[config.mk]
export PLATFORM = sky130hd
export DESIGN_NAME = mha_cell
export DESIGN_NICKNAME = d
export VERILOG_FILES = /design/src/rtl/mha_pkg.sv /design/src/rtl/mha_cell.sv
export SDC_FILE = /design/constraint.sdc
export NUM_CORES = 1
export LEC_CHECK = 0
export BUFFER_PORTS_ARGS = -buffer_cell sky130_fd_sc_hd__buf_2
export CAP_MARGIN = 5
export CORE_ASPECT_RATIO = 2
export CORE_MARGIN = 2
export CORE_UTILIZATION = 45
export DETAILED_ROUTE_END_ITERATION = 7
export PLACE_DENSITY = 0.74
export SLEW_MARGIN = 5
export SYNTH_ARGS = -nofsm -noshare
export SYNTH_HDL_FRONTEND = slang
export SYNTH_SLANG_ARGS = --single-unit
[constraint.sdc]
create_clock -name clk -period 1.6 [get_ports clk]
set_input_delay 0.08 -clock clk [delete_from_list [all_inputs] [get_ports clk]]
set_output_delay 0.08 -clock clk [all_outputs]
set_load 0.02 [all_outputs]
[src/rtl/mha_pkg.sv]
package mha_pkg;

	// Default count of angle steps; the cell chain is this plus a fixed margin
	localparam int MHA_ANGLE_STEPS = 16;
	localparam int CELL_MARGIN     = 8;

	// Magnitude of a 16-bit sample, which reaches 32768
	localparam int MAG_W = 17;

	// Angle word: centidegrees with ZF fraction bits, signed
	localparam int ZF    = 20;
	localparam int Z_W   = 1 + 13 + ZF;
	localparam int PHI_W = 13 + ZF;
	localparam int A_W   = 16 + ZF;
	localparam int CD_W  = 16;

	// Fixed angles in centidegrees, scaled by 2^ZF
	localparam logic [A_W-1:0] C_045  = A_W'(64'd4500 << ZF);
	localparam logic [A_W-1:0] C_090  = A_W'(64'd9000 << ZF);
	localparam logic [A_W-1:0] C_180  = A_W'(64'd18000 << ZF);
	localparam logic [A_W-1:0] C_360  = A_W'(64'd36000 << ZF);
	localparam logic [A_W-1:0] C_HALF = A_W'(64'd1 << (ZF - 1));

	localparam logic [CD_W-1:0] C_FULL_CD = CD_W'(36000);

	// Centidegrees per radian
	localparam real CD_PER_RAD = 18000.0 / 3.14159265358979323846;

	// Octant and quadrant of the sample, carried beside the datapath
	typedef struct packed {
		logic zero;
		logic swap;
		logic neg_x;
		logic neg_y;
	} fold_t;

	// atan(2^-i) in centidegrees, scaled by 2^ZF, rounded
	function automatic logic signed [Z_W-1:0] step_angle(input int i);
		real r;
		longint v;
		r = $atan(2.0 ** (-i)) * CD_PER_RAD;
		r = r * (2.0 ** ZF);
		v = longint'(r);
		return Z_W'(v);
	endfunction

endpackage

[src/rtl/mha_cell.sv]
module mha_cell
	import mha_pkg::*;
#(
	parameter int XY_W = MAG_W + MHA_ANGLE_STEPS + CELL_MARGIN + 6,
	parameter int STEP = 0
) (
	input  logic                   clk,
	input  logic                   arst_n,
	input  logic                   en,
	input  logic                   valid_i,
	input  fold_t                  fold_i,
	input  logic signed [XY_W-1:0] x_i,
	input  logic signed [XY_W-1:0] y_i,
	input  logic signed [Z_W-1:0]  z_i,
	output logic                   valid_o,
	output fold_t                  fold_o,
	output logic signed [XY_W-1:0] x_o,
	output logic signed [XY_W-1:0] y_o,
	output logic signed [Z_W-1:0]  z_o
);

	localparam logic signed [Z_W-1:0] ANG = step_angle(STEP);

	logic signed [XY_W-1:0] dx, dy, x_n, y_n;
	logic signed [Z_W-1:0]  z_n;
	logic                   valid_q;
	fold_t                  fold_q;
	logic signed [XY_W-1:0] x_q, y_q;
	logic signed [Z_W-1:0]  z_q;

	// Rotate toward the x axis by atan(2^-STEP)
	always_comb begin
		dx = y_i >>> STEP;
		dy = x_i >>> STEP;
		if (!y_i[XY_W-1]) begin
			x_n = x_i + dx;
			y_n = y_i - dy;
			z_n = z_i + ANG;
		end else begin
			x_n = x_i - dx;
			y_n = y_i + dy;
			z_n = z_i - ANG;
		end
	end

	always_ff @(posedge clk or negedge arst_n) begin
		if (!arst_n) begin
			valid_q <= 1'b0;
		end else if (en) begin
			valid_q <= valid_i;
		end
	end

	// Hand the rotated vector to the next cell
	always_ff @(posedge clk) begin
		if (en) begin
			fold_q <= fold_i;
			x_q    <= x_n;
			y_q    <= y_n;
			z_q    <= z_n;
		end
	end

	assign valid_o = valid_q;
	assign fold_o  = fold_q;
	assign x_o     = x_q;
	assign y_o     = y_q;
	assign z_o     = z_q;

endmodule

## After elaboration in Yosys (flattened, before gate mapping)

Cells that the tools add are included.

| operators by class | value |
|---|---|
| equality and inequality tests | 0 |
| $mul | 0 |
| bitwise gates (word level) | 0 |
| add/subtract/negate cells | 5 |
| order comparisons | 0 |
| shift operators | 0 |
| div/mod/pow operators | 0 |
| reductions and logical operators | 0 |
| mux-type cells | 3 |

Operators with widths:

| cell | number |
|---|---|
| 47-bit two-way mux | 2 |
| 47-bit subtractor | 2 |
| 47-bit adder | 1 |
| 34-bit adder, second input constant | 1 |
| 34-bit two-way mux | 1 |
| 34-bit subtractor, second input constant | 1 |

| storage, ports and cells | value |
|---|---|
| memories kept | 0 |
| bits in registers | 133 |
| bits in latches | 0 |
| bits in writable memories | 0 |
| ROM bits | 0 |

## Depth between registers and ports, before layout

| logic depth | value |
|---|---|
| word-level depth | 2 |
| depth in mapped cells | 14 |
| gate-level depth less buffers | 12 |

## Worst setup path after synthesis

No wires, ideal clock.

| timing | value |
|---|---|
| kind | input-to-reg |
| start | in y_i[46] |
| end | reg z_q[32], in the netlist z_o[32], data pin |
| cell stages on the path | 14 |
| slack | -1.312 ns |
| data required time | 1.340 ns |
| data arrival time | 2.652 ns |
| library setup time | 0.260 ns |
| cells stage by stage | clkbuf_1 > inv_1 > clkbuf_1 > buf_1 > fa_1 > nor2b_1 > o21ai_0 > a21boi_0 > o21ai_0 > a21boi_0 > o21ai_0 > a21boi_0 > mux2i_1 > nand2_1 |

| between the ends | value |
|---|---|
| longest elaborated chain between the ends | 1 |

RTL lines:

| element | line | source |
|---|---|---|
| start, declared | mha_cell.sv:13 | `input logic signed [XY_W-1:0] y_i,` |
| 34-bit two-way mux | mha_cell.sv:35 | `if (!y_i[XY_W-1]) begin` |
| net z_n[32] | mha_cell.sv:25 | `logic signed [Z_W-1:0] z_n;` |
| end signal, assigned | mha_cell.sv:60 | `z_q <= z_n;` |
| end, declared | mha_cell.sv:29 | `logic signed [Z_W-1:0] z_q;` |

The timed path passes the listed nets, and every way through them passes these cells.
A chain may end at the register's enable or synchronous reset.

## Final worst setup path

| timing | value |
|---|---|
| start | in x_i[27] |
| end | reg y_q[41], in the netlist y_o[41], data pin |

| between the ends | value |
|---|---|
| longest elaborated chain between the ends | 2 |

RTL lines:

| element | line | source |
|---|---|---|
| start, declared | mha_cell.sv:12 | `input logic signed [XY_W-1:0] x_i,` |
| 47-bit subtractor or 47-bit adder (tied branches) | mha_cell.sv:37, mha_cell.sv:41 |  |
| 47-bit two-way mux * | mha_cell.sv:35 |  |
| net y_n[41] | mha_cell.sv:24 | `logic signed [XY_W-1:0] dx, dy, x_n, y_n;` |
| end signal, assigned | mha_cell.sv:59 | `y_q <= y_n;` |
| end, declared | mha_cell.sv:28 | `logic signed [XY_W-1:0] x_q, y_q;` |

Mark *: on every way through the listed nets, which the timed path passes. The rest lies on a longest branch.

==> reports/metrics.yaml <==
setup_path:
  endpoint_kind: "register"
  rr_worst_depth: 1
  start_kind: "primary input"
  reg2reg_from: "valid_o"
  crit_type: "in -> reg"
  worstReg2RegEnd: "valid_o"
  r2r_slack_ns: 0.85
  crit_fanout: 17
  worstSetupStartpoint: "x_i[27]"
  arrival_ns: 2.85
  required_ns: 1.82
  cp-endpoint: "y_o[41]"
synth:
  synthCells: 1579
  synth_top_area_share_pct: 29.3
  ys_seq_elements: 132
  netlist_top_cells_area: "edfxtp_1, ha_1, a21oi_1"
  ys_top_cells_by_count: "a21oi_1, ha_1, inv_1"
  postSynth.asyncResetShare_pct: 0.758
  synth_flop_cell: "edfxtp_1"
  synth_cell_type_count: 89
  synth_area_per_cell_um2: 8.52
  yosysTopAreaCell: "edfxtp_1"
  synth_most_common_cell: "a21oi_1"
  synth-seq-area-share_pct: 29.4
  yosysWarningCount: 0
  synth-edff-count: 131
  synth_nets: 1867
  netlist_area_um2: 13400
timing:
  finalWorstSetupSlack_ns: -1.03
  max_slew_margin_pct: 29.2
  slew_violations: 0
  timing.fmax_mhz: 380
  hold_viol: 0
  tightest_slew_ns: 1.05
  setup_viol_count_final: 84
  fin_crit_sh_pct: 165
  rsz0062_at_grt: "yes"
  fin_crit_ns: 2.63
  finalClockSkew_ns: 0
place:
  dp_hpwl_mm: 55.1
  pre_cts_ws_ns: -1.88
  port_buffers: 268
  dpl_cell_area_um2: 20400
  gp_congestion: 1.06
global_routing:
  grt_max_degree: 66
  grtUsageMet1_pct: 37.1
  busiest_layer: "met2"
  grt_overflow: 0
  use_met2_pct: 82.6
  use_met3_pct: 8.18
  grt_usage_pct: 44.4
  grt_pass1_wl_mm: 105
  grt_pass1_vias: 18206
  antenna_found_initial: 5
route:
  wl_mm: 77.6
  drt_first_iter_violations: 1485
  postRouteAntennaNets: 0
  drcViolationCount: 0
  wl_per_cell_um: 26.7
  vias_per_cell: 6.18
  vias: 17952
  firstDrtPassIters: 6
power_and_ir_drop:
  p_clk_share_pct: 21.8
  switchingPower_mw: 7.76
  leakagePower_nw: 10.9
  internal_power_mw: 11.2
  vdd_drop_max_v: 0.000811
  combPwrFrac_pct: 53.2
  switching_share_pct: 41.0
  cellPowerDensity_nw_per_um2: 785
  p_seq_share_pct: 25.0
clock_tree:
  cts.sinks: 132
  numCtsBuffers: 17
  cts.htree.levels: 4
  clk-insertion-delay-late_ns: 0.46
  cts_root_buffer: "clkbuf_16"
  clk_pin_slew_ns: 0.06
  cts_buffer_depth: 2
  cts_tree: "yes"
finish:
  fill_cells: 1746
  synthToLayoutAreaGrowth_pct: 79.7
  nets: 2812
  multi_input_area_um2: 11100
  regArea_um2: 3960
  drive_above_1_share_pct: 54.4
  stdcell_area_um2: 24200
floorplan:
  die_area_um2: 31400
  core_um2: 29500
  rows: 89
  ios: 269
  die_y_um: 248
  start_util_pct: 45.6
  die_x_um: 126
outcome:
  status: "complete, but fails checks"
  violations: "negative setup slack"
flow_run:
  cap_violations: 0
worst_hold_path:
  hold_class: "in -> reg"
cell usage in the layout, fill, tap and decap left out, types with 18 or more instances in the layout:
cell type and count:
buf_2 243, nand2_1 74, buf_4 626, o21bai_1 38
xnor2_1 74, buf_6 74, a21oi_4 21, a21o_1 33
nor3_1 33, dlygate4sd3_1 31, ha_1 111, nor2_1 106
a21oi_2 54, edfxtp_1 131, nand4_1 24, ha_4 35
nor2b_1 18, o21ai_1 27, a21oi_1 115, o21ai_0 53
inv_1 113, o21ai_2 26
state kept, by name (all words and copies together), names as in the netlist:
register / flops
fold_o: 4
valid_o: 1
x_o: 47
y_o: 46
z_o: 34
power groups by stage:
stage	Combinational, mW	Sequential, mW	Clock, mW
CTS	9.10	4.72	4.10
floorplan	3.38	5.40	0
finish	10.1	4.74	4.13
global route	10.4	4.76	4.25
global placement	7.95	4.77	0
detailed placement	8.05	4.78	0
metrics by stage:
stage / power [mW] / instances / hold slack [ns] / util [%] / TNS [ns]
floorplan: 8.78 / 1579 / -0.216 / - / -40.85
global route: 19.4 / 2905 / 0.00442 / 81.9 / -59.97
finish: 19.0 / 2905 / 0.000413 / 81.9 / -56.34
global placement: 12.7 / 2758 / -0.145 / 69.2 / -94.62
detailed placement: 12.8 / 2758 / -0.144 / 69.2 / -97.36
CTS: 17.9 / 2875 / 0.00580 / 79.0 / -41.32
area by class of cell:
class	count	share of cell area, %
Antenna cell	4	0.0414
Clock buffer	17	1.76
Clock inverter	15	0.668
Inverter	147	2.62
Multi-Input combinational cell	1230	45.8
Sequential cell	132	16.4
Tap cell	364	1.89
Timing Repair Buffer	996	30.9
cells by family after synthesis:
| logic type | Yosys count | synth area share [%] |
|---|---|---|
| AND/OR/NAND/NOR | 394 | 14.2 |
| flip-flops | 132 | 29.4 |
| XOR/XNOR | 96 | 6.25 |
| adder cells (fa/ha/maj) | 152 | 14.4 |
| buffers and inverters | 217 | 6.63 |
| AO/OA/AOI/OAI | 563 | 27.2 |
| multiplexers | 25 | 1.88 |
per-layer routing:
layer,vias up,part of all wire (%)
met5,-,0
met4,0,14
met3,642,7.1
met2,1241,50
met1,8430,29
li1,7639,-
critical path, stage by stage:
cell and delay, ns:
buf_2 0.10, inv_1 0.05, ha_1 0.33, buf_6 0.19, o31ai_1 0.89, a221oi_2 0.15
o211ai_1 0.23, buf_4 0.20, nor2_4 0.08, o21a_4 0.21, o31ai_2 0.21, xnor2_1 0.10
what timing repair did:
action / in CTS / in global routing
buffers inserted: 61 / 32
gates cloned: 1 / 0
gates resized for setup: 353 / 139
hold endpoints to repair: 31 / 0
pin swaps: 129 / 83
hold buffers: 31 / 0
setup endpoints to repair: 83 / 85
worst min-delay path by stage:
stage / start / end / slack, ns / depth (start not counted)
after floorplan: arst_n / valid_o / -0.22 / 0
after global placement: arst_n / valid_o / -0.15 / 1
after detailed placement: arst_n / valid_o / -0.14 / 1
after CTS: en / y_o[21] / 0.006 / 1
after global routing: en / y_o[21] / 0.004 / 1
final: en / y_o[21] / 0.0004 / 1
(Power assumes the default switching activity.)
