<file path="src/rtl/mha_pkg.sv">
package mha_pkg;

	// Default count of angle steps; the cell chain is this plus a fixed margin
	localparam int MHA_ANGLE_STEPS = 16;
	localparam int CELL_MARGIN     = 8;

	// Magnitude of a 16-bit sample, which reaches 32768
	localparam int MAG_W = 17;

	// Angle word: centidegrees with ZF fraction bits, signed
	localparam int ZF    = 20;
	localparam int Z_W   = 1 + 13 + ZF;
	localparam int PHI_W = 13 + ZF;
	localparam int A_W   = 16 + ZF;
	localparam int CD_W  = 16;

	// Fixed angles in centidegrees, scaled by 2^ZF
	localparam logic [A_W-1:0] C_045  = A_W'(64'd4500 << ZF);
	localparam logic [A_W-1:0] C_090  = A_W'(64'd9000 << ZF);
	localparam logic [A_W-1:0] C_180  = A_W'(64'd18000 << ZF);
	localparam logic [A_W-1:0] C_360  = A_W'(64'd36000 << ZF);
	localparam logic [A_W-1:0] C_HALF = A_W'(64'd1 << (ZF - 1));

	localparam logic [CD_W-1:0] C_FULL_CD = CD_W'(36000);

	// Centidegrees per radian
	localparam real CD_PER_RAD = 18000.0 / 3.14159265358979323846;

	// Octant and quadrant of the sample, carried beside the datapath
	typedef struct packed {
		logic zero;
		logic swap;
		logic neg_x;
		logic neg_y;
	} fold_t;

	// atan(2^-i) in centidegrees, scaled by 2^ZF, rounded
	function automatic logic signed [Z_W-1:0] step_angle(input int i);
		real r;
		longint v;
		r = $atan(2.0 ** (-i)) * CD_PER_RAD;
		r = r * (2.0 ** ZF);
		v = longint'(r);
		return Z_W'(v);
	endfunction

endpackage

</file>
<file path="src/rtl/mha_fold.sv">
module mha_fold
	import mha_pkg::*;
#(
	parameter int GUARD = MHA_ANGLE_STEPS + CELL_MARGIN + 4,
	parameter int XY_W  = MAG_W + GUARD + 2
) (
	input  logic                   clk,
	input  logic                   arst_n,
	input  logic                   en,
	input  logic                   valid_i,
	input  logic signed [15:0]     fx_i,
	input  logic signed [15:0]     fy_i,
	output logic                   valid_o,
	output fold_t                  fold_o,
	output logic signed [XY_W-1:0] x_o,
	output logic signed [XY_W-1:0] y_o
);

	logic [MAG_W-1:0] ax, ay, big, small_mag;
	logic             swap;
	logic             valid_s1;
	fold_t            fold_s1;
	logic [XY_W-1:0]  x_s1, y_s1;

	// Take magnitudes and fold into the first octant
	always_comb begin
		ax = fx_i[15] ? (MAG_W'(0) - {fx_i[15], fx_i}) : {fx_i[15], fx_i};
		ay = fy_i[15] ? (MAG_W'(0) - {fy_i[15], fy_i}) : {fy_i[15], fy_i};
		swap = (ay > ax);
		big       = swap ? ay : ax;
		small_mag = swap ? ax : ay;
	end

	// Hold control under reset
	always_ff @(posedge clk or negedge arst_n) begin
		if (!arst_n) begin
			valid_s1 <= 1'b0;
		end else if (en) begin
			valid_s1 <= valid_i;
		end
	end

	// Scale up by the guard bits so small samples keep resolution
	always_ff @(posedge clk) begin
		if (en) begin
			fold_s1.zero  <= (ax == MAG_W'(0)) && (ay == MAG_W'(0));
			fold_s1.swap  <= swap;
			fold_s1.neg_x <= fx_i[15];
			fold_s1.neg_y <= fy_i[15];
			x_s1 <= XY_W'({big, GUARD'(0)});
			y_s1 <= XY_W'({small_mag, GUARD'(0)});
		end
	end

	assign valid_o = valid_s1;
	assign fold_o  = fold_s1;
	assign x_o     = $signed(x_s1);
	assign y_o     = $signed(y_s1);

endmodule

</file>
<file path="config.mk">
export PLATFORM = sky130hd
export DESIGN_NAME = mha_fold
export DESIGN_NICKNAME = d
export VERILOG_FILES = /design/src/rtl/mha_pkg.sv /design/src/rtl/mha_fold.sv
export SDC_FILE = /design/constraint.sdc
export NUM_CORES = 1
export LEC_CHECK = 0
export ABC_AREA = 1
export BUFFER_PORTS_ARGS = -buffer_cell sky130_fd_sc_hd__buf_2
export CAP_MARGIN = 20
export CELL_PAD_IN_SITES_DETAIL_PLACEMENT = 0
export CELL_PAD_IN_SITES_GLOBAL_PLACEMENT = 1
export CORE_MARGIN = 2
export CORE_UTILIZATION = 25
export DETAILED_ROUTE_END_ITERATION = 16
export PLACE_DENSITY = 0.73
export REMOVE_ABC_BUFFERS = 1
export SETUP_SLACK_MARGIN = 0.5
export SYNTH_ARGS = -nofsm -noshare
export SYNTH_HDL_FRONTEND = slang
export SYNTH_SLANG_ARGS = --single-unit
</file>
<file path="constraint.sdc">
create_clock -name clk -period 0.8 [get_ports clk]
set_input_delay 0.08 -clock clk [delete_from_list [all_inputs] [get_ports clk]]
set_output_delay 0.08 -clock clk [all_outputs]
set_load 0.02 [all_outputs]
</file>
## Word level (Yosys, flattened, before mapping)

Cells that the tools add are included.

| storage, ports and cells | value |
|---|---|
| output and inout port bits | 99 |
| bits in registers | 39 |

| operators by class | value |
|---|---|
| mux-type cells | 4 |
| reduce and logical (&&, ||, !) cells | 3 |
| add/subtract/negate cells | 2 |
| magnitude comparators | 1 |

Operators with widths:

| operator | number |
|---|---|
| $mux 17 | 4 |
| $logic_not 17->1 | 2 |
| $sub 1x16->17 const A | 2 |
| $gt 17x17->1 | 1 |
| $logic_and 1x1->1 | 1 |

## Logic depth before layout (Yosys ltp)

| logic depth | value |
|---|---|
| word-level depth | 4 |
| gate-level depth with buffers | 23 |
| mapped depth without buffers | 22 |

## Worst setup path before layout

No wires, ideal clock.

| path | value |
|---|---|
| kind | input to register |
| start | input fy_i[0] |
| end | register x_s1[29], in the netlist x_o[29] (data pin) |
| path slack | -1.619 ns |
| data arrival time | 2.166 ns |
| data required time | 0.547 ns |
| stages | 17 |
| cells stage by stage | inv_1 > ha_1 > nand2_1 > nor2_1 > nand2_1 > nand2_1 > nand2_1 > xnor2_1 > inv_1 > ha_1 > a21oi_1 > nor2_1 > a211oi_1 > nand2_4 > buf_4 > nand3_1 > nand2_1 |

| between the ends | value |
|---|---|
| cells in the longest elaborated chain, start to end | 4 |

RTL lines:

| item | line | RTL |
|---|---|---|
| from (decl) | mha_fold.sv:12 | `input logic signed [15:0] fy_i,` |
| $sub 1x16->17 | mha_fold.sv:28 | `ay = fy_i[15] ? (MAG_W'(0) - {fy_i[15], fy_i}) : {fy_i[15], fy_i};` |
| $mux 17 * | mha_fold.sv:28 |  |
| $gt 17x17->1 | mha_fold.sv:29 | `swap = (ay > ax);` |
| $mux 17 * | mha_fold.sv:30 | `big = swap ? ay : ax;` |
| via big[1] | mha_fold.sv:19 | `logic [MAG_W-1:0] ax, ay, big, small_mag;` |
| to (signal assigned) | mha_fold.sv:50 | `x_s1 <= XY_W'({big, GUARD'(0)});` |
| to (decl) | mha_fold.sv:23 | `logic [XY_W-1:0] x_s1, y_s1;` |

The timed path passes the listed nets; every way through them passes the cells marked *.
A chain may end at the register's enable or synchronous reset.

## Final worst setup path

| path | value |
|---|---|
| start | input fx_i[2] |
| end | register y_s1[32], in the netlist y_o[32] (data pin) |

| between the ends | value |
|---|---|
| cells in the longest elaborated chain, start to end | 4 |

RTL lines:

| item | line | RTL |
|---|---|---|
| from (decl) | mha_fold.sv:11 | `input logic signed [15:0] fx_i,` |
| $sub 1x16->17 | mha_fold.sv:27 | `ax = fx_i[15] ? (MAG_W'(0) - {fx_i[15], fx_i}) : {fx_i[15], fx_i};` |
| $mux 17 * | mha_fold.sv:27 |  |
| $gt 17x17->1 | mha_fold.sv:29 |  |
| $mux 17 * | mha_fold.sv:31 | `small_mag = swap ? ax : ay;` |
| via small_mag[4] | mha_fold.sv:19 |  |
| to (signal assigned) | mha_fold.sv:51 | `y_s1 <= XY_W'({small_mag, GUARD'(0)});` |
| to (decl) | mha_fold.sv:23 |  |

Marked as above.

==> impl_results.md <==
* Status: finished with violations
* Failing checks: negative setup slack
* Post-route setup slack at -1660 ps
* Setup violations, final at 73
* Yosys Warn Count at 0
* Final WL at 12,500 µm
* Clock slew at reported path FFs at 60 ps
* Clock latency on the worst-skew pair at 280 ps
* FF/Latch Area at 1170 µm²
* DR vias at 3,997
* Area growth from synthesis to layout at 85.1%
* H-Tree Level Count at 2
* Met1 WL at 4960 µm
* Unrepaired setup endpoints after global routing: yes
* CP endpoint kind: flip-flop
* Area contributors post-synth: edfxtp_1 (32%), nand2_1 (15%), buf_4 (13%)
* Number of buffer cells added on primary ports at 74
* Clock Skew at 0 ps
* CP max stage cell: ha_1
* Sequential area share after synthesis at 0.329
* CP most frequent cell: nand2_1
* Tightest Hold Check Type: primary input to flip-flop
* DP Worst Slack at -1990 ps
* CORE AREA at 13,900 µm²
* Row Count at 43
* Initial DRC count at 211
* PwrDens at 1520 nW/µm²
* Synth top area share at 0.322
* CP Max Fanout at 8
* Initial Util at 0.255
* CTS Buffer Depth at 2
* CTS buffer count at 5
* Worst-path cell chain: buf_8 > nor2_4 > nand4_1 > buf_4 > o21ai_2 > xor2_1 > inv_1 > ha_1 > nand2_1 > inv_1 > nand2_1 > nand2_1 > nand2_2 > nand3_2 > nand2_2 > nand2_4 > buf_6 > buf_12 > nand3_2 > nand2_1
* Total gr overflow at 0
* Syn Inst Count at 487
* DRC violations left at 0
* Fin util at 0.472
* Leading cell type in the layout, fill and taps excluded: buf_4
* Die footprint at 15,100 µm²
* Commonest non-fill, non-tap cells in the layout: buf_4 (143), nand2_1 (112), conb_1 (64), buf_6 (51), inv_1 (49)
* Max cap viols at 0
* Crit path kind: primary input to flip-flop
* Met3 routed WL at 869 µm
* I/O pins at 135
* GP Congestion at 0.880
* Placed cell count at 841
* Syn Area/Cell at 7.27 µm²
* Pins Over Slew Limit at 0
* Global-route wire length before repair at 18,900 µm
* Max Fclk at 407 MHz
* Flop and latch count out of synthesis at 39
* Share of cells above drive strength 1 at 0.519
* Min Clock Period, post-route at 2460 ps
* Max incr delay on CP at 280 ps
* Final hold viol count at 0
* Setup TNS at -58,800 ps
* Largest net degree at the start of global routing at 16
* Chip Width at 123 µm
* Worst Path Required at 840 ps
* Worst Setup Start Kind: primary input
* Leak pwr at 3.33 nW
* Vias in the first global route at 3,987
* Area of the multi-input gates at 2360 µm²
* Vias/cell at 4.33
* Worst EP arrival at 2500 ps
* Wire length on met2 at 6300 µm
* Clock sinks at 39
* Final Non-Filler Cells at 924
* Highest metal layer with signal wires: met4
* Diode count at 0
* Post-route ant nets at 0
* Drt pass-1 iters at 6
* Number of library cell types mapped by synthesis at 31
* Die height at 123 µm
* VDD IR max at 0.00100 V
* Fin crit share at 3.07
* DP HPWL at 8450 µm
* Netlist Area Pre-Place at 3540 µm²
* Antenna violations before repair at 0
* Nets at 797
* Total GRT Usage at 0.163
* WL/cell at 13.5 µm
* Tot Pwr at 9.94 mW
* Dominant cell type by area after synthesis: edfxtp_1
* Fillers at 1,286
* CTS tree: yes
* Clock root buffer: clkbuf_16
## final cells by class
class	count	area share
flip-flops and latches	39	0.178
clock inverters	3	0.0103
inverters	62	0.0374
clock buffers	5	0.0191
well taps	180	0.0344
repair buffers	260	0.361
multi-input cells	375	0.360
## state kept, by name, summed over array words and instances, names as in the netlist
| name | count |
|---|---|
| x_o | 17 |
| valid_o | 1 |
| fold_o | 4 |
| y_o | 17 |
## path summary, 6_finish.rpt
check | slack [ps] | startpoint | end | depth (start not counted)
setup / recovery | -1660 | fx_i[2] | y_o[32]$_DFFE_PP_ | 20
hold reg to reg | 530 | valid_o$_DFFE_PN0P_ | valid_o$_DFFE_PN0P_ | 1
hold / removal | 20 | valid_i | valid_o$_DFFE_PN0P_ | 2
setup reg to reg | 40 | valid_o$_DFFE_PN0P_ | valid_o$_DFFE_PN0P_ | 1
max in group asynchronous | 630 | arst_n | valid_o$_DFFE_PN0P_ | 2
min in group asynchronous | 90 | arst_n | valid_o$_DFFE_PN0P_ | 2
## where the power goes
part | total, mW | internal, mW | switching, mW
Clock | 2.59 | 1.79 | 0.805
Sequential | 2.71 | 2.61 | 0.103
Combinational | 4.64 | 2.24 | 2.40
## logic make-up after synthesis
group,synth area share
xor+xnor,0.0445
mux,0.00318
simple gates,0.304
fa+ha+maj,0.0636
compound gates,0.0350
other cells,0.00212
flops,0.329
buf+inv,0.218
## cells in the mapped netlist
master    count
a211oi_1      1
a21o_1        1
a21oi_1       4
a21oi_2       1
buf_2         6
buf_4        63
buf_6         3
clkbuf_1      1
conb_1        2
dfrtp_1       1
edfxtp_1     38
ha_1         18
inv_1        59
inv_2         3
mux2_2        1
nand2_1     142
nand2_2       2
nand2_4       2
nand3_1      53
nand3b_1      2
nand4_1       6
nor2_1       35
nor2_2        2
nor3_1        3
nor4_1        3
o21ai_0      11
o21ai_1       2
o31ai_1       2
or2_2         2
xnor2_1       3
xor2_1       15
## per-layer routing
metal,vias up,GRT usage
met3,24,0.0309
met4,0,0.0838
met2,159,0.291
met5,-,0
li1,1938,-
met1,1876,0.184
## through the flow
| stage | hold slack (ps) | instance area, µm² |
|---|---|---|
| after floorplan | -216 | 3230 |
| after global placement | -145 | 4740 |
| after detailed placement | -144 | 4740 |
| after CTS | 22.3 | 6090 |
| after global routing | 36.1 | 6560 |
| final | 22.9 | 6560 |
## worst max-delay path, delay by kind of cell
kind	cells	cell delay [ps]
buffers and inverters	6	800
and+or+nand+nor	11	960
AOI/OAI and AO/OA	1	150
xor gates and xnor gates	1	210
adders and majority gates	1	280
## repair_timing
| item | in CTS | in global routing |
|---|---|---|
| gates resized for setup | 146 | 97 |
| setup endpoints to repair | 114 | 114 |
| setup buffers | 61 | 6 |
| gates cloned | 5 | 2 |
| endpoints found under the hold margin | 1 | 0 |
| pin swaps | 37 | 40 |
| hold buffers | 1 | 0 |
(Power assumes the default switching activity.)
