[src/rtl/mha_pkg.sv]
package mha_pkg;

	// Default count of angle steps; the cell chain is this plus a fixed margin
	localparam int MHA_ANGLE_STEPS = 16;
	localparam int CELL_MARGIN     = 8;

	// Magnitude of a 16-bit sample, which reaches 32768
	localparam int MAG_W = 17;

	// Angle word: centidegrees with ZF fraction bits, signed
	localparam int ZF    = 20;
	localparam int Z_W   = 1 + 13 + ZF;
	localparam int PHI_W = 13 + ZF;
	localparam int A_W   = 16 + ZF;
	localparam int CD_W  = 16;

	// Fixed angles in centidegrees, scaled by 2^ZF
	localparam logic [A_W-1:0] C_045  = A_W'(64'd4500 << ZF);
	localparam logic [A_W-1:0] C_090  = A_W'(64'd9000 << ZF);
	localparam logic [A_W-1:0] C_180  = A_W'(64'd18000 << ZF);
	localparam logic [A_W-1:0] C_360  = A_W'(64'd36000 << ZF);
	localparam logic [A_W-1:0] C_HALF = A_W'(64'd1 << (ZF - 1));

	localparam logic [CD_W-1:0] C_FULL_CD = CD_W'(36000);

	// Centidegrees per radian
	localparam real CD_PER_RAD = 18000.0 / 3.14159265358979323846;

	// Octant and quadrant of the sample, carried beside the datapath
	typedef struct packed {
		logic zero;
		logic swap;
		logic neg_x;
		logic neg_y;
	} fold_t;

	// atan(2^-i) in centidegrees, scaled by 2^ZF, rounded
	function automatic logic signed [Z_W-1:0] step_angle(input int i);
		real r;
		longint v;
		r = $atan(2.0 ** (-i)) * CD_PER_RAD;
		r = r * (2.0 ** ZF);
		v = longint'(r);
		return Z_W'(v);
	endfunction

endpackage

[src/rtl/mha_out_buf.sv]
module mha_out_buf
	import mha_pkg::*;
(
	input  logic            clk,
	input  logic            arst_n,
	input  logic            valid_i,
	input  logic [CD_W-1:0] data_i,
	output logic            en,
	output logic            out_valid,
	input  logic            out_ready,
	output logic [CD_W-1:0] out_data
);

	logic            out_valid_q, skid_valid_q;
	logic [CD_W-1:0] out_data_q, skid_data_q;
	logic            take;

	// Advance the pipeline while the skid slot is free
	assign en   = !skid_valid_q;
	assign take = out_ready || !out_valid_q;

	always_ff @(posedge clk or negedge arst_n) begin
		if (!arst_n) begin
			out_valid_q  <= 1'b0;
			skid_valid_q <= 1'b0;
		end else if (take) begin
			if (skid_valid_q) begin
				out_valid_q  <= 1'b1;
				skid_valid_q <= 1'b0;
			end else begin
				out_valid_q <= valid_i;
			end
		end else if (valid_i && !skid_valid_q) begin
			skid_valid_q <= 1'b1;
		end
	end

	// Move the request into the output or park it in the skid slot
	always_ff @(posedge clk) begin
		if (take) begin
			out_data_q <= skid_valid_q ? skid_data_q : data_i;
		end else if (valid_i && !skid_valid_q) begin
			skid_data_q <= data_i;
		end
	end

	assign out_valid = out_valid_q;
	assign out_data  = out_data_q;

endmodule

[config.mk]
export PLATFORM = sky130hd
export DESIGN_NAME = mha_out_buf
export DESIGN_NICKNAME = d
export VERILOG_FILES = /design/src/rtl/mha_pkg.sv /design/src/rtl/mha_out_buf.sv
export SDC_FILE = /design/constraint.sdc
export NUM_CORES = 1
export LEC_CHECK = 0
export ABC_AREA = 1
export BUFFER_PORTS_ARGS = -buffer_cell sky130_fd_sc_hd__buf_2
export CAP_MARGIN = 0
export CORE_MARGIN = 1
export CORE_UTILIZATION = 40
export CTS_BUF_LIST = sky130_fd_sc_hd__clkbuf_4 sky130_fd_sc_hd__clkbuf_8
export CTS_CLUSTER_SIZE = 16
export DETAILED_ROUTE_END_ITERATION = 10
export GPL_ROUTABILITY_DRIVEN = 1
export GPL_TIMING_DRIVEN = 0
export SETUP_SLACK_MARGIN = 0.3
export SKIP_CTS_REPAIR_TIMING = 1
export SLEW_MARGIN = 0
export SYNTH_ARGS = -nofsm -noshare
export SYNTH_HDL_FRONTEND = slang
export SYNTH_SLANG_ARGS = --single-unit
[constraint.sdc]
create_clock -name clk -period 3.4 [get_ports clk]
set_input_delay 0.51 -clock clk [delete_from_list [all_inputs] [get_ports clk]]
set_output_delay 0.51 -clock clk [all_outputs]
set_load 0.01 [all_outputs]
Yosys cells after proc, flatten, opt, wreduce, memory -nomap -nowiden
Index checks and enable logic that the tools add are counted.
{"block": "word_totals", "out_inout_bits": 18, "elab_cells": 15, "ff_bits": 34, "inputBits": 20}
{"block": "op_classes", "n_mux": 4, "bitwise_logic": 1, "reduce_logical": 6}
{"operator": "$mux 16", "count": 1}
{"operator": "$mux 1", "count": 3}
{"operator": "$logic_not 1->1", "count": 2}
{"operator": "$reduce_and 2->1", "count": 1}
{"operator": "$reduce_bool 2->1", "count": 1}
{"operator": "$logic_and 1x1->1", "count": 1}
{"operator": "$logic_or 1x1->1", "count": 1}
{"operator": "$not 1->1", "count": 1}

Logic depth before layout (Yosys ltp)
Gate-level depths: netlist of the first run.
{"block": "depth", "depth_word": 4, "depth_mapped": 5, "depth_no_buf": 3}

Worst setup path before layout of the first run
Ideal clock, no wire load.
{"block": "synth_path", "path_type": "input -> register", "start": "input out_ready", "end": "register skid_data_q[0], enable pin", "cell_stages": 3, "slack_ns": 1.302, "arrival_ns": 1.709, "required_time_ns": 3.011, "path_buffers": 0, "setup_time_ns": 0.389, "cell_sequence": "inv_1 > nand2_1 > nor2_1"}
{"block": "synth_between", "elab_chain_len": 3}
{"item": "from (decl)", "line": "mha_out_buf.sv:10", "rtl": "input logic out_ready,"}
{"item": "$logic_or 1x1->1", "line": "mha_out_buf.sv:20", "rtl": "assign take = out_ready || !out_valid_q;"}
{"item": "net take", "line": "mha_out_buf.sv:16", "rtl": "logic take;"}
{"item": "$not 1->1 (no line)"}
{"item": "$reduce_and 2->1 (no line)"}
{"item": "to (signal assigned)", "line": "mha_out_buf.sv:43", "rtl": "skid_data_q <= data_i;"}
{"item": "to (decl)", "line": "mha_out_buf.sv:15", "rtl": "logic [CD_W-1:0] out_data_q, skid_data_q;"}
The timed path passes the listed nets, and every way through them passes these cells.
A chain may end at the register's enable or synchronous reset.

Worst setup path after layout of the first run
{"block": "layout_path", "start": "register out_valid_q, in the netlist out_valid", "end": "register skid_data_q[1], enable pin"}
{"block": "layout_between", "elab_chain_len": 4}
{"item": "from (decl)", "line": "mha_out_buf.sv:14", "rtl": "logic out_valid_q, skid_valid_q;"}
{"item": "from (signal assigned)", "line": "mha_out_buf.sv:31", "rtl": "out_valid_q <= valid_i;"}
{"item": "$logic_not 1->1", "line": "mha_out_buf.sv:20"}
{"item": "$logic_or 1x1->1", "line": "mha_out_buf.sv:20"}
{"item": "net take", "line": "mha_out_buf.sv:16"}
{"item": "$not 1->1 (no line)"}
{"item": "$reduce_and 2->1 (no line)"}
The timed path passes the listed nets, and every way through them passes these cells.

==> results of run 1 <==
path summary, 6_finish.rpt:
path	cells past startpoint	end
max	2	skid_data_q[1]$_DFFE_PP_
min	1	skid_data_q[10]$_DFFE_PP_
max reg2reg	2	skid_data_q[1]$_DFFE_PP_
min reg2reg	2	out_data[0]$_DFFE_PP_
max in group asynchronous	2	out_valid$_DFFE_PN0P_
min in group asynchronous	2	skid_valid_q$_DFFE_PN0P_
layer usage:
metal | up-vias | GRT usage | share of wire
met3 | 7 | 0.0462 | 0.043
met1 | 354 | 0.160 | 0.43
met2 | 23 | 0.202 | 0.51
met4 | 0 | 0.0918 | 0.023
met5 | - | 0 | 0
li1 | 400 | - | -
Yosys cell counts, drive strengths merged:
cell type | number | area [sq um]
nand2 | 51 | 199
dfrtp | 2 | 50.1
edfxtp | 32 | 961
buf | 3 | 33.8
inv | 2 | 15.0
nor2 | 3 | 11.3
registers in the layout, summed over array words and instances, names as in the netlist:
name and flops:
out_valid 1, skid_valid_q 1, skid_data_q 16, out_data 16
layout make-up:
class | instances | area (sq um) | share of cell area
buffer | 3 | 33.8 | 0.0211
clock buffer | 5 | 37.5 | 0.0235
clock inverter | 3 | 40.0 | 0.0251
inverter | 2 | 15.0 | 0.00940
multi-input combinational | 54 | 210 | 0.132
sequential | 34 | 1010 | 0.633
tap | 44 | 55.1 | 0.0345
timing repair buffer | 38 | 195 | 0.122
through the flow:
step | hold WS [ps] | cell area (sq um) | worst slack (ps)
6_report | 360 | 1600 | 1040
5_1_grt | 325 | 1600 | 857
4_1_cts | -56.7 | 1590 | 986
3_5_place_dp | 299 | 1510 | 699
3_3_place_gp | 295 | 1510 | 747
2_1_floorplan | 214 | 1270 | 1300
cells by family (layout without fill, tap and decap cells):
family / after synthesis / in the layout
AND/OR/NAND/NOR: 54 / 54
buffers and inverters: 5 / 51
flip-flops: 34 / 34
worst register-to-register path: cells and delay by family (launching register included):
family	cells	cell delay, ps
DFF	1	360
and+or+nand+nor	2	1630
report_power, final:
group / total (W) / switching [W] / internal, W
Combinational: 0.0000953 / 0.0000573 / 0.0000380
Sequential: 0.000502 / 0.00000666 / 0.000496
Clock: 0.000286 / 0.000134 / 0.000152
Total: 0.000884 / 0.000198 / 0.000686
==> results.json, run 1 <==
{
  "area_growth_syn_to_layout_pct": 25.8,
  "crit_type": "flip-flop to flip-flop",
  "required_ps": 3340,
  "placementRows": 20,
  "initial_core_util": 0.419,
  "cp_slowest_stage_delay_ps": 1160,
  "diodes": 0,
  "grt_max_degree": 20,
  "fill_cells": 282,
  "drv_cap": 0,
  "synth_top_family_by_area": "simple AND/OR/NAND/NOR gates",
  "drtIter0Drc": 17,
  "clkLatencyLatePin_ps": 330,
  "arrival_ps": 2300,
  "synth_compound_area_frac": 0,
  "io-pin-count": 38,
  "power.density_nw_per_um2": 553,
  "ys_warn_count": 0,
  "status": "completed",
  "drive_above_1_share": 0.374,
  "max_freq_mhz": 424,
  "final-instance-count-excl-fill": 183,
  "worst_pin_slew_ps": 1280,
  "portBuffers": 37,
  "num_vias": 784,
  "nets": 158,
  "antenna_found_initial": 0,
  "setup_viol": 0,
  "slew_violations": 0,
  "dieHeight_um": 58.3,
  "min_path_type": "input port to flip-flop",
  "holdCritStartpoint": "data_i[10]",
  "power_leakage_nw": 0.709,
  "avgSynthCellArea_sq_um": 13.7,
  "crit_chain": "nand2_1, nor2_1",
  "yosysSeqAreaShare": 0.796,
  "drt-total-wl_um": 2020,
  "cts_buffers": 5,
  "grt_overflow": 0,
  "clk_pin_slew_ps": 110,
  "cts_root_buffer": "clkbuf_4",
  "muxShareOfSynthArea": 0,
  "grt_pass1_vias": 710,
  "ir_worst_vdd_mv": 0.437,
  "cp-start-kind": "flip-flop",
  "wire_per_inst_um": 11.0,
  "core_area_sq_um": 3030,
  "crit_family": "simple AND/OR/NAND/NOR gates",
  "cts_tree": "yes",
  "dieArea_sq_um": 3400,
  "rsz0062_at_grt": "false",
  "cts.sinks": 34,
  "synth_xor_area_frac": 0,
  "synth_fa_ha_area_frac": 0,
  "synthesis.area_sq_um": 1270,
  "clockBufferDepth": 2,
  "timing.rr.start": "out_valid$_DFFE_PN0P_",
  "dr.pass1.iters": 4,
  "final_core_util": 0.528,
  "setup_tns_ps": 0,
  "vias_per_cell": 4.28,
  "gp_congestion": 0.755,
  "final_common_cell": "nand2_1",
  "clock_skew_ps": 12.9,
  "synth.distinct_cells": 10,
  "grt_usage": 0.133,
  "dp_hpwl_um": 1390,
  "yosys.area_share.simple": 0.166,
  "crit_buf_inv": 0,
  "final_cell_mix": "48 x nand2_1, 37 x buf_2, 32 x edfxtp_1, 5 x clkbuf_4",
  "period_share": 0.693,
  "ys_seq_elements": 34,
  "total_power_w": 0.000884,
  "maxSlewHeadroom": 0.143,
  "h-tree-depth": 2,
  "cp_max_fo": 19,
  "synth_fp_nets": 113,
  "final-hold-violation-count": 0,
  "startpoint": "out_valid$_DFFE_PN0P_",
  "worst_setup_path_end_kind": "flip-flop",
  "drcViolationCount": 0,
  "fp.dieW_um": 58.3,
  "regToRegSetupSlack_ps": 1040,
  "netlist_instances": 93,
  "ant_nets": 0,
  "grt_pass1_wl_um": 3110,
  "period_needed_ps": 2360,
  "slowest_stage": "nor2_1",
  "dp.cells": 174
}
(Power assumes the default switching activity.)
==> inputs of run 2 (changes only) <==
==> constraint.sdc (replaced) <==
create_clock -name clk -period 2.33 [get_ports clk]
set_input_delay 0.3495 -clock clk [delete_from_list [all_inputs] [get_ports clk]]
set_output_delay 0.3495 -clock clk [all_outputs]
set_load 0.01 [all_outputs]
==> run 2 against run 1 <==
- sequential share of layout area down 0.30 points
- hold slack worse by 160 ps
- flip-flop and latch count unchanged
- via count up 0.51%
- fmax up 32%
- clock skew down 1.1 ps
- non-clock buffer count unchanged
- total power up 46%
- first-iteration DRC count up 18%
- clock power up 47%
- setup slack worse by 500 ps
==> results.json, run 2 (same netlist as run 1, synthesis figures left out) <==
{
  "required_ps": 2310,
  "crit_family": "simple AND/OR/NAND/NOR gates",
  "diodes": 0,
  "pwr-share-comb": 0.109,
  "total_power_w": 0.00129,
  "dp.cells": 174,
  "arrival_ps": 1760,
  "fp.dieW_um": 58.3,
  "regToRegSetupSlack_ps": 540,
  "crit_type": "flip-flop to flip-flop",
  "dr.pass1.iters": 4,
  "p_int_w": 0.00100,
  "antenna_found_initial": 0,
  "fill_cells": 282,
  "final-instance-count-excl-fill": 183,
  "cp_slowest_stage_delay_ps": 600,
  "cp_max_fo": 19,
  "grt_pass1_vias": 710,
  "area_growth_syn_to_layout_pct": 26.4,
  "worst_pin_slew_ps": 822,
  "clk_pin_slew_ps": 110,
  "ir_worst_vdd_mv": 0.640,
  "drv_cap": 0,
  "multi_input_area_sq_um": 218,
  "drt-total-wl_um": 2040,
  "clock_skew_ps": 11.9,
  "cts_tree": "yes",
  "final-hold-violation-count": 0,
  "gp_congestion": 0.755,
  "cts.sinks": 34,
  "drtIter0Drc": 20,
  "regArea_sq_um": 1010,
  "grt_max_degree": 20,
  "setup_viol": 0,
  "portBuffers": 37,
  "period_share": 0.767,
  "grt_overflow": 0,
  "worst_setup_path_end_kind": "flip-flop",
  "dp_hpwl_um": 1390,
  "timing.rr.start": "out_valid$_DFFE_PN0P_",
  "final_core_util": 0.530,
  "startpoint": "out_valid$_DFFE_PN0P_",
  "swShare": 0.226,
  "grt_pass1_wl_um": 3110,
  "num_vias": 788,
  "initial_core_util": 0.419,
  "drive_above_1_share": 0.381,
  "maxSlewHeadroom": 0.451,
  "cts_buffers": 5,
  "clkLatencyLatePin_ps": 330,
  "power.density_nw_per_um2": 806,
  "clkPwrFrac": 0.324,
  "dieArea_sq_um": 3400,
  "rsz0062_at_grt": "false",
  "ant_nets": 0,
  "h-tree-depth": 2,
  "placementRows": 20,
  "min_path_type": "input port to flip-flop",
  "dieHeight_um": 58.3,
  "grt_usage": 0.133,
  "pwr-share-seq": 0.567,
  "core_area_sq_um": 3030,
  "power_leakage_nw": 0.710,
  "final_cell_mix": "48 x nand2_1, 37 x buf_2, 32 x edfxtp_1, 5 x clkbuf_4, 3 x nand2_2",
  "cp-start-kind": "flip-flop",
  "crit_buf_inv": 0,
  "io-pin-count": 38,
  "status": "completed",
  "clockBufferDepth": 2,
  "period_needed_ps": 1790,
  "max_freq_mhz": 560,
  "wire_per_inst_um": 11.1,
  "cts_root_buffer": "clkbuf_4",
  "crit_chain": "nand2_1, nor2_4",
  "p_sw_w": 0.000292,
  "final_common_cell": "nand2_1",
  "drcViolationCount": 0,
  "slowest_stage": "nor2_4",
  "slew_violations": 0,
  "holdCritStartpoint": "data_i[10]",
  "nets": 158,
  "vias_per_cell": 4.31
}
## run 2: final timing paths
kind / cells past startpoint / to
min in group asynchronous: 2 / skid_valid_q$_DFFE_PN0P_
max: 2 / skid_data_q[0]$_DFFE_PP_
max reg2reg: 2 / skid_data_q[0]$_DFFE_PP_
min: 1 / skid_data_q[10]$_DFFE_PP_
min reg2reg: 2 / out_data[0]$_DFFE_PP_
max in group asynchronous: 2 / out_valid$_DFFE_PN0P_
## run 2: area by class of cell
type,count,area share
flip-flops and latches,34,0.630
multi-input cells,54,0.136
repair buffers,38,0.122
well taps,44,0.0343
clock inverters,3,0.0249
clock buffers,5,0.0234
plain buffers,3,0.0210
inverters,2,0.00935
## run 2: through the flow
step | hold slack, ps | setup TNS [ps] | setup slack (ps) | instance area [sq um]
after global routing | 165 | 0 | 419 | 1610
final | 199 | 0 | 543 | 1610
after floorplan | 53.9 | 0 | 374 | 1270
after global placement | 134 | -2590 | -162 | 1510
after detailed placement | 138 | -3350 | -210 | 1510
after CTS | -217 | -1200 | -83.8 | 1590
## run 2: power by group through the flow
stage	registers [W]	clock network, W	logic, W
3_5_place_dp	0.000747	0	0.000140
2_1_floorplan	0.000765	0	0.0000588
5_1_grt	0.000738	0.000453	0.000157
6_report	0.000733	0.000419	0.000141
4_1_cts	0.000734	0.000424	0.000140
3_3_place_gp	0.000746	0	0.000136
## run 2: layer usage
layer	vias up	share of wire	routed length (um)	global-route usage
li1	399	-	-	-
met1	357	0.43	881	0.160
met2	25	0.50	1020	0.202
met3	7	0.042	86	0.0462
met4	0	0.023	47	0.0918
met5	-	0	0	0
## run 2: worst register-to-register path: cells and delay by family (launching register included)
| kind | cells | cell delay [ps] |
|---|---|---|
| simple gates | 2 | 1080 |
| flops | 1 | 360 |
